**config.mk**
```make
export PLATFORM = sky130hd
export DESIGN_NAME = crc_checked_frame_receiver_top
export DESIGN_NICKNAME = d
export VERILOG_FILES = /design/src/crcfr_pkg.sv /design/src/crcfr_crc_unit.sv /design/src/crc_checked_frame_receiver_top.sv
export SDC_FILE = /design/constraint.sdc
export NUM_CORES = 1
export LEC_CHECK = 0
export BUFFER_PORTS_ARGS = -buffer_cell sky130_fd_sc_hd__buf_2
export CAP_MARGIN = 25
export CORE_ASPECT_RATIO = 0.7
export CORE_UTILIZATION = 35
export CTS_CLUSTER_SIZE = 28
export DETAILED_ROUTE_END_ITERATION = 8
export GPL_ROUTABILITY_DRIVEN = 1
export HOLD_SLACK_MARGIN = 0.03
export PLACE_DENSITY = 0.55
export SLEW_MARGIN = 15
export SYNTH_ARGS = -nofsm -noshare
export SYNTH_HDL_FRONTEND = slang
export SYNTH_SLANG_ARGS = --single-unit
```
**constraint.sdc**
```tcl
create_clock -name clk_i -period 4.9 [get_ports clk_i]
set_input_delay 0.735 -clock clk_i [delete_from_list [all_inputs] [get_ports clk_i]]
set_output_delay 0.735 -clock clk_i [all_outputs]
set_load 0.005 [all_outputs]
```
**src/crcfr_pkg.sv**
```systemverilog
// ----------------------------------------------------------------------------
// crcfr_pkg: shared constants and types of the checked frame receiver
// Frame heads, length limits, store geometry and the CRC unit controls.
// ----------------------------------------------------------------------------
package crcfr_pkg;

  localparam int STATUS_BYTES = 13;
  localparam int FRAME_BYTES  = 20;

  localparam int IDX_W  = $clog2(FRAME_BYTES);
  localparam int WPOS_W = 5;
  localparam int SIDX_W = 4;

  // Bytes covered by the CRC; the last two store bytes hold the check value.
  localparam int CRC_BYTES    = FRAME_BYTES - 2;
  localparam int STATUS_START = 5;

  localparam logic [7:0]  HEAD_CONTROL = 8'hC7;
  localparam logic [7:0]  HEAD_CONFIG  = 8'hAD;
  localparam logic [7:0]  LEN_MIN      = 8'd3;
  localparam logic [7:0]  LEN_MAX      = 8'd20;
  localparam logic [15:0] CRC_POLY     = 16'h1021;
  localparam logic [15:0] CRC_TOP      = 16'h8000;

  localparam logic [1:0] KIND_NONE    = 2'd0;
  localparam logic [1:0] KIND_CONTROL = 2'd1;
  localparam logic [1:0] KIND_CONFIG  = 2'd2;

  localparam logic EV_STATUS  = 1'b0;
  localparam logic EV_CRC_ERR = 1'b1;

  typedef struct packed {
    logic clear;
    logic en;
  } crc_ctrl_t;

endpackage

```
**src/crcfr_crc_unit.sv**
```systemverilog
// ----------------------------------------------------------------------------
// crcfr_crc_unit: CRC-16 accumulator
// Folds one byte per cycle, while enabled, into a CRC-16 (poly 0x1021, MSB first) register.
// ----------------------------------------------------------------------------
module crcfr_crc_unit (
  input  logic                clk_i,
  input  logic                rst_ni,
  input  crcfr_pkg::crc_ctrl_t ctrl_i,
  input  logic [7:0]          byte_i,
  output logic [15:0]         crc_o
);
  import crcfr_pkg::*;

  logic [15:0] crc_q, crc_d;

  function automatic logic [15:0] crc_byte(input logic [15:0] crc_in,
                                           input logic [7:0]  data);
    logic [15:0] c;
    logic [15:0] cur;
    c   = crc_in;
    cur = {data, 8'h00};
    for (int k = 0; k < 8; k++) begin
      if (((c ^ cur) & CRC_TOP) != 16'h0000) begin
        c = {c[14:0], 1'b0} ^ CRC_POLY;
      end else begin
        c = {c[14:0], 1'b0};
      end
      cur = {cur[14:0], 1'b0};
    end
    return c;
  endfunction

  always_comb begin
    crc_d = crc_q;
    if (ctrl_i.clear) begin
      crc_d = 16'h0000;
    end else if (ctrl_i.en) begin
      crc_d = crc_byte(crc_q, byte_i);
    end
  end

  always_ff @(posedge clk_i or negedge rst_ni) begin
    if (!rst_ni) begin
      crc_q <= 16'h0000;
    end else begin
      crc_q <= crc_d;
    end
  end

  assign crc_o = crc_q;

endmodule

```
**src/crc_checked_frame_receiver_top.sv**
```systemverilog
// ----------------------------------------------------------------------------
// crc_checked_frame_receiver_top: serial deframer with CRC-16/XMODEM check
// Hunts for frame heads, stores frame bytes and reports status or CRC errors.
// ----------------------------------------------------------------------------
// Usage:
//   Input channel (in_valid_i / in_ready_o / rx_byte_i) takes one received
//   byte per item. Most bytes are absorbed directly: ready stays high and a
//   new item can be taken every cycle.
//   The second CRC byte of a control frame starts the check. The block then
//   drops ready, walks store bytes 0..17 through the CRC unit at one byte
//   per cycle, compares in the check state, and emits either 13 status
//   items or one CRC error item on the output channel (out_valid_o /
//   out_ready_i), one item per cycle while the receiver takes them.
//   A stalled receiver simply holds the current output item; the sequencer
//   waits and no item is lost. Ready comes back the cycle after the last
//   item is taken.
//   Reset returns the hunt to the head phase and clears the write position,
//   frame kind and whole frame store to zero; the block is ready after reset.
//   Config frames are swallowed without any output item.
// ----------------------------------------------------------------------------
module crc_checked_frame_receiver_top (
  input  logic       clk_i,
  input  logic       rst_ni,
  input  logic       in_valid_i,
  output logic       in_ready_o,
  input  logic [7:0] rx_byte_i,
  output logic       out_valid_o,
  input  logic       out_ready_i,
  output logic       event_kind_o,
  output logic [7:0] status_byte_o,
  output logic [3:0] status_index_o,
  output logic       keep_as_last_on_o,
  output logic       last_of_run_o
);
  import crcfr_pkg::*;

  // Frame hunt phase, one-hot.
  typedef enum logic [4:0] {
    PH_HEAD    = 5'b00001,
    PH_LEN     = 5'b00010,
    PH_PAYLOAD = 5'b00100,
    PH_CRC0    = 5'b01000,
    PH_CRC1    = 5'b10000
  } phase_e;

  // Sequencer state, one-hot.
  typedef enum logic [3:0] {
    ST_IDLE  = 4'b0001,
    ST_WALK  = 4'b0010,
    ST_CHECK = 4'b0100,
    ST_EMIT  = 4'b1000
  } seq_e;

  phase_e phase_q, phase_d;
  seq_e   seq_q, seq_d;

  logic [WPOS_W-1:0] wpos_q, wpos_d;
  logic [1:0]        kind_q, kind_d;
  logic [7:0]        store_q [FRAME_BYTES];

  logic [IDX_W-1:0]  walk_cnt_q, walk_cnt_d;
  logic [SIDX_W-1:0] sidx_q, sidx_d;
  logic              keep_q, keep_d;
  logic              done_q, done_d;   // last output item already loaded

  logic       out_valid_q, out_valid_d;
  logic       ev_q, ev_d;
  logic [7:0] sbyte_q, sbyte_d;
  logic [3:0] sindex_q, sindex_d;
  logic       okeep_q, okeep_d;
  logic       olast_q, olast_d;

  logic             in_fire;
  logic             wr_en;
  logic [IDX_W-1:0] rd_addr;
  logic [7:0]       rd_data;
  logic [WPOS_W-1:0] wpos_inc;
  crc_ctrl_t        crc_ctrl;
  logic [15:0]      crc_val;
  logic             load_slot;

  assign in_ready_o = (seq_q == ST_IDLE);
  assign in_fire    = in_valid_i && in_ready_o;
  assign wpos_inc   = wpos_q + WPOS_W'(1);

  // Single read port of the store, shared by the CRC walk and status emission.
  always_comb begin
    if (seq_q == ST_EMIT) begin
      rd_addr = IDX_W'(STATUS_START) + IDX_W'(sidx_q);
    end else begin
      rd_addr = walk_cnt_q;
    end
  end
  assign rd_data = store_q[rd_addr];

  // Frame hunt: one received byte per accepted item.
  always_comb begin
    phase_d = phase_q;
    wpos_d  = wpos_q;
    kind_d  = kind_q;
    wr_en   = 1'b0;
    if (in_fire) begin
      case (phase_q)
        PH_HEAD: begin
          if (rx_byte_i == HEAD_CONTROL || rx_byte_i == HEAD_CONFIG) begin
            wr_en   = 1'b1;
            wpos_d  = wpos_inc;
            kind_d  = (rx_byte_i == HEAD_CONTROL) ? KIND_CONTROL : KIND_CONFIG;
            phase_d = PH_LEN;
          end
        end
        PH_LEN: begin
          if (rx_byte_i >= LEN_MIN && rx_byte_i <= LEN_MAX) begin
            wr_en   = 1'b1;
            wpos_d  = wpos_inc;
            phase_d = PH_PAYLOAD;
          end else begin
            phase_d = PH_HEAD;
            wpos_d  = '0;
            kind_d  = KIND_NONE;
          end
        end
        PH_PAYLOAD: begin
          wr_en  = 1'b1;
          wpos_d = wpos_inc;
          // Store byte 1 holds the frame length for the whole payload.
          if (8'(wpos_inc) == store_q[1]) begin
            if (kind_q == KIND_CONTROL) begin
              phase_d = PH_CRC0;
            end else begin
              phase_d = PH_HEAD;
              wpos_d  = '0;
              kind_d  = KIND_NONE;
            end
          end
        end
        PH_CRC0: begin
          wr_en   = 1'b1;
          wpos_d  = wpos_inc;
          phase_d = PH_CRC1;
        end
        PH_CRC1: begin
          wr_en   = 1'b1;
          phase_d = PH_HEAD;
          wpos_d  = '0;
          kind_d  = KIND_NONE;
        end
        default: begin
          phase_d = PH_HEAD;
          wpos_d  = '0;
          kind_d  = KIND_NONE;
        end
      endcase
    end
  end

  // Sequencer: CRC walk, compare, emission.
  assign load_slot = !out_valid_q || out_ready_i;

  always_comb begin
    seq_d       = seq_q;
    walk_cnt_d  = walk_cnt_q;
    sidx_d      = sidx_q;
    keep_d      = keep_q;
    done_d      = done_q;
    crc_ctrl    = '{clear: 1'b0, en: 1'b0};
    out_valid_d = out_valid_q && !out_ready_i;
    ev_d        = ev_q;
    sbyte_d     = sbyte_q;
    sindex_d    = sindex_q;
    okeep_d     = okeep_q;
    olast_d     = olast_q;
    case (seq_q)
      ST_IDLE: begin
        if (in_fire && phase_q == PH_CRC1) begin
          seq_d          = ST_WALK;
          walk_cnt_d     = '0;
          crc_ctrl.clear = 1'b1;
        end
      end
      ST_WALK: begin
        crc_ctrl.en = 1'b1;
        walk_cnt_d  = walk_cnt_q + IDX_W'(1);
        if (walk_cnt_q == IDX_W'(CRC_BYTES - 1)) begin
          seq_d = ST_CHECK;
        end
      end
      ST_CHECK: begin
        // Output register is empty here: the previous run fully drained.
        if (crc_val[15:8] == store_q[FRAME_BYTES-2] &&
            crc_val[7:0] == store_q[FRAME_BYTES-1]) begin
          keep_d = (store_q[STATUS_START] == 8'd2) &&
                   (store_q[STATUS_START+1] > 8'd1);
          sidx_d = '0;
          done_d = 1'b0;
        end else begin
          out_valid_d = 1'b1;
          ev_d        = EV_CRC_ERR;
          sbyte_d     = 8'h00;
          sindex_d    = 4'd0;
          okeep_d     = 1'b0;
          olast_d     = 1'b1;
          done_d      = 1'b1;
        end
        seq_d = ST_EMIT;
      end
      ST_EMIT: begin
        if (done_q) begin
          // Hold until the last item leaves the output register.
          if (!out_valid_q || out_ready_i) begin
            seq_d = ST_IDLE;
          end
        end else if (load_slot) begin
          out_valid_d = 1'b1;
          ev_d        = EV_STATUS;
          sbyte_d     = rd_data;
          sindex_d    = 4'(sidx_q);
          okeep_d     = keep_q;
          olast_d     = (sidx_q == SIDX_W'(STATUS_BYTES - 1));
          sidx_d      = sidx_q + SIDX_W'(1);
          if (sidx_q == SIDX_W'(STATUS_BYTES - 1)) begin
            done_d = 1'b1;
          end
        end
      end
      default: begin
        seq_d = ST_IDLE;
      end
    endcase
  end

  crcfr_crc_unit u_crc (
    .clk_i  (clk_i),
    .rst_ni (rst_ni),
    .ctrl_i (crc_ctrl),
    .byte_i (rd_data),
    .crc_o  (crc_val)
  );

  // Frame store: cleared at reset, writes past the store are dropped.
  always_ff @(posedge clk_i or negedge rst_ni) begin
    if (!rst_ni) begin
      for (int i = 0; i < FRAME_BYTES; i++) begin
        store_q[i] <= 8'h00;
      end
    end else if (wr_en && (int'(wpos_q) < FRAME_BYTES)) begin
      store_q[IDX_W'(wpos_q)] <= rx_byte_i;
    end
  end

  always_ff @(posedge clk_i or negedge rst_ni) begin
    if (!rst_ni) begin
      phase_q     <= PH_HEAD;
      seq_q       <= ST_IDLE;
      wpos_q      <= '0;
      kind_q      <= KIND_NONE;
      walk_cnt_q  <= '0;
      sidx_q      <= '0;
      done_q      <= 1'b0;
      out_valid_q <= 1'b0;
    end else begin
      phase_q     <= phase_d;
      seq_q       <= seq_d;
      wpos_q      <= wpos_d;
      kind_q      <= kind_d;
      walk_cnt_q  <= walk_cnt_d;
      sidx_q      <= sidx_d;
      done_q      <= done_d;
      out_valid_q <= out_valid_d;
    end
  end

  // Payload registers need no reset.
  always_ff @(posedge clk_i) begin
    keep_q   <= keep_d;
    ev_q     <= ev_d;
    sbyte_q  <= sbyte_d;
    sindex_q <= sindex_d;
    okeep_q  <= okeep_d;
    olast_q  <= olast_d;
  end

  assign out_valid_o       = out_valid_q;
  assign event_kind_o      = ev_q;
  assign status_byte_o     = sbyte_q;
  assign status_index_o    = sindex_q;
  assign keep_as_last_on_o = okeep_q;
  assign last_of_run_o     = olast_q;

endmodule

```
==> flow_metrics.py <==
metrics = {
    "run_status": {
        "outcome": "completed",
    },
    "global_routing": {
        "grt_first_pass_wirelength_um": 44300,
        "grt_antenna_before_repair": 0,
        "first_global_vias": 7233,
        "track_usage": 0.177,
        "grt_max_degree": 89,
        "total_congestion_overflow_after_global_routing": 0,
    },
    "routing": {
        "m1WireLength_um": 14500,
        "detail_route_antenna_nets": 0,
        "routed_via_density": 5.42,
        "drt-total-wl_um": 27800,
        "count_of_tritonroute_iterations_in_the_first_routing_pass": 5,
        "drt_iter0_markers": 653,
        "top_signal_layer_used": "met4",
        "route.met3.wl_um": 1030,
        "drt_drc_violations_left": 0,
        "met2RoutedLength_um": 11800,
        "vias": 7356,
        "drt-wirelength-per-cell_um": 20.5,
    },
    "timing": {
        "min_period_ns": 4.19,
        "finalCritPeriodShare": 0.855,
        "clock_skew_ns": 0.0208,
        "final.hold.worst_slack_ns": 0.257,
        "rsz0062_at_grt": "false",
        "max_clock_freq_mhz": 239,
        "drv_slew": 0,
        "slew-limit-headroom": 0.393,
        "finalSetupViolCount": 0,
        "slew_at_the_pin_with_the_worst_max_slew_slack_ns": 0.909,
        "final-hold-violation-count": 0,
        "tns_ns": 0,
    },
    "critical_path": {
        "worst-endpoint-arrival_ns": 4.64,
        "timing.critical_path.to": "u_crc.crc_o[13]",
        "critical_path.cell_chain": "nor4b_4 -> buf_4 -> inv_2 -> mux2i_4 -> buf_4 -> mux4_2 -> mux2i_1 -> nor4_1 -> a31o_2 -> nor4_4 -> xnor2_1 -> or3_1 -> nand3_1",
        "r2r_slack_ns": 0.71,
        "worst_setup_path_startpoint": "seq_q[0]",
        "timing.critical_path.mode_cell": "buf_4",
        "setup.worst_path.class": "reg -> reg",
        "worstSetupEndpointType": "flip-flop",
        "rr_worst_depth": 13,
        "critical_path.slowest_cell": "dfstp_2",
        "reg2reg_to": "u_crc.crc_o[13]",
        "crit_path_max_incr_delay_ns": 0.58,
        "worstSetupStartpointType": "flip-flop",
        "crit_fanout": 19,
        "worstPathRequired_ns": 5.35,
        "worstReg2RegStart": "seq_q[0]",
    },
    "yosys": {
        "synth_edf_count": 16,
        "synthDominantCellAreaShare": 0.454,
        "synth_async_reset_ratio": 0.927,
        "ys_types": 59,
        "yosys_warnings": 0,
        "synth_cells": 908,
        "synth.net_count": 928,
        "synthTopCellsByArea": "dfrtp_1, mux2_2, mux4_2",
        "ys_seq_area_frac": 0.502,
        "ys_ff_latch": 219,
        "postSynth.topFlopCell": "dfrtp_1",
        "synth.avg_cell_area_um2": 12.2,
        "synth_top_area_cell": "dfrtp_1",
        "syn-cell-area_um2": 11100,
    },
    "placed_design": {
        "place_congestion": 0.827,
        "dp_hpwl_um": 19200,
        "post_dp_cell_area_um2": 11600,
        "portBuffers": 28,
    },
    "cells_and_area": {
        "finish.net_count": 938,
        "layout-drive-gt1-share": 0.315,
        "post-route-util": 0.403,
        "layout.filler_cells": 2957,
        "layout-area-overhead-vs-synth_pct": 13.2,
        "antennaDiodeCount": 0,
        "stdcell_area_um2": 12500,
    },
    "clocking": {
        "cts_tree": "built",
        "cts.htree.levels": 1,
        "cts_max_path_buffers": 3,
        "numCtsBuffers": 24,
        "clock_root_buffer": "clkbuf_16",
        "cts.clk_slew.worst_paths_ns": 0.06,
        "clkSinkCount": 219,
        "cts_repair_resized_insts": 0,
        "cts_hold_repair.buffers": 0,
        "post-cts-setup-buffer-count": 0,
        "worstSkewPairLatency_ns": 0.52,
    },
    "power": {
        "power.ir.vdd_worst_uv": 182,
        "power.static_leakage_nw": 5.46,
        "total_power_mw": 4.24,
        "pwr_density_cell_nw_per_um2": 338,
    },
    "floorplan": {
        "die_y_um": 151,
        "core.rowCount": 54,
        "num_io_pins": 29,
        "fp.dieArea_um2": 32400,
        "core_region_area_um2": 31100,
        "initial_core_util": 0.356,
        "die-width_um": 215,
    },
    "hold_path": {
        "hold_path_class": "in -> async",
    },
    "flow_run": {
        "cap_viol_max_count": 0,
    },
}
critical path, delay by kind of cell, from the launching register on:
kind            cells  cell delay, ns
simple gates        5            0.83
xor+xnor            1            0.20
buf+inv             3            0.90
flops               1            0.58
mux                 3            1.35
compound gates      1            0.25
cell families (layout without fill, tap and decap cells):
kind of cell | after synthesis | in the layout | synth area share
and+or+nand+nor | 244 | 244 | 0.118
muxes | 220 | 220 | 0.249
DFF | 219 | 219 | 0.502
AOI/OAI and AO/OA | 99 | 99 | 0.0569
buffers and inverters | 70 | 98 | 0.0270
xor gates and xnor gates | 48 | 48 | 0.0379
adders and majority gates | 8 | 8 | 0.00903
how the worst min path moves through the flow:
| stage | start | to | cells past startpoint |
|---|---|---|---|
| after floorplan | rst_ni | done_q | 0 |
| after global placement | kind_q[1] | kind_q[1] | 2 |
| after detailed placement | kind_q[1] | kind_q[1] | 2 |
| after CTS | rst_ni | store_q[101] | 1 |
| after global routing | rst_ni | store_q[99] | 1 |
| final | rst_ni | store_q[128] | 1 |
final cells by class:
cell class | instances | area, µm² | area share
Clock inverter | 12 | 171 | 0.0137
Tap cell | 420 | 526 | 0.0419
Inverter | 8 | 30.0 | 0.00239
Clock buffer | 32 | 722 | 0.0576
Timing Repair Buffer | 46 | 309 | 0.0246
Multi-Input combinational cell | 619 | 5220 | 0.416
Sequential cell | 219 | 5560 | 0.443
report_power, final:
group | internal [mW] | leakage [nW] | switching, mW
clock | 1.25 | 0.441 | 0.762
sequential | 1.89 | 2.83 | 0.0638
combinational | 0.112 | 2.19 | 0.165
through the flow:
| stage | setup slack [ns] | std cells |
|---|---|---|
| after floorplan | 1.55 | 908 |
| after global placement | 0.744 | 1311 |
| after detailed placement | 0.676 | 1311 |
| after CTS | 0.673 | 1355 |
| after global routing | 0.422 | 1356 |
| final | 0.713 | 1356 |
registers in the layout, indices dropped and copies added, names as in the netlist:
signal and flops:
u_crc.crc_o 16, keep_q 1, done_q 1, event_kind_o 1, kind_q 2, wpos_q 5
out_valid_o 1, keep_as_last_on_o 1, status_index_o 4, sidx_q 4, status_byte_o 8, phase_q 5
store_q 160, last_of_run_o 1, walk_cnt_q 5, seq_q 4
cell usage after synthesis, drive strengths merged, types with 8 or more instances:
cell	number
clkbuf	51
ha	8
xor2	27
inv	8
a22oi	14
o21ai	38
mux2i	30
buf	11
nand3	38
and2	9
nor4	20
mux4	26
nand2	80
dfrtp	201
xnor2	21
mux2	164
nor2b	8
edfxtp	16
nor3	9
a21oi	18
nand4	13
nor2	35
layout by cell type (no fill, tap or decap), types with 7 or more instances in the layout:
cell type	netlist	layout
nand2_1	80	80
buf_2	5	27
and2_1	9	9
nor4_1	16	16
nand3_1	37	37
mux2i_1	28	28
edfxtp_1	16	16
xor2_1	27	27
xnor2_1	21	21
mux4_2	26	26
ha_1	8	8
buf_4	4	16
clkbuf_16	0	25
nand4_1	13	13
a22oi_1	14	14
nor3_1	9	9
o21ai_0	35	33
inv_1	7	7
clkbuf_8	0	8
nor2_1	35	35
a21oi_1	18	17
nor2b_1	8	8
dfrtp_1	201	201
mux2_2	163	163
per-layer routing:
| metal | vias to the layer above | global-route usage |
|---|---|---|
| met1 | 3814 | 0.273 |
| met3 | 38 | 0.0227 |
| met5 | - | 0 |
| met2 | 154 | 0.264 |
| met4 | 0 | 0.0357 |
| li1 | 3350 | - |
Power figures use the tool's default switching activity.
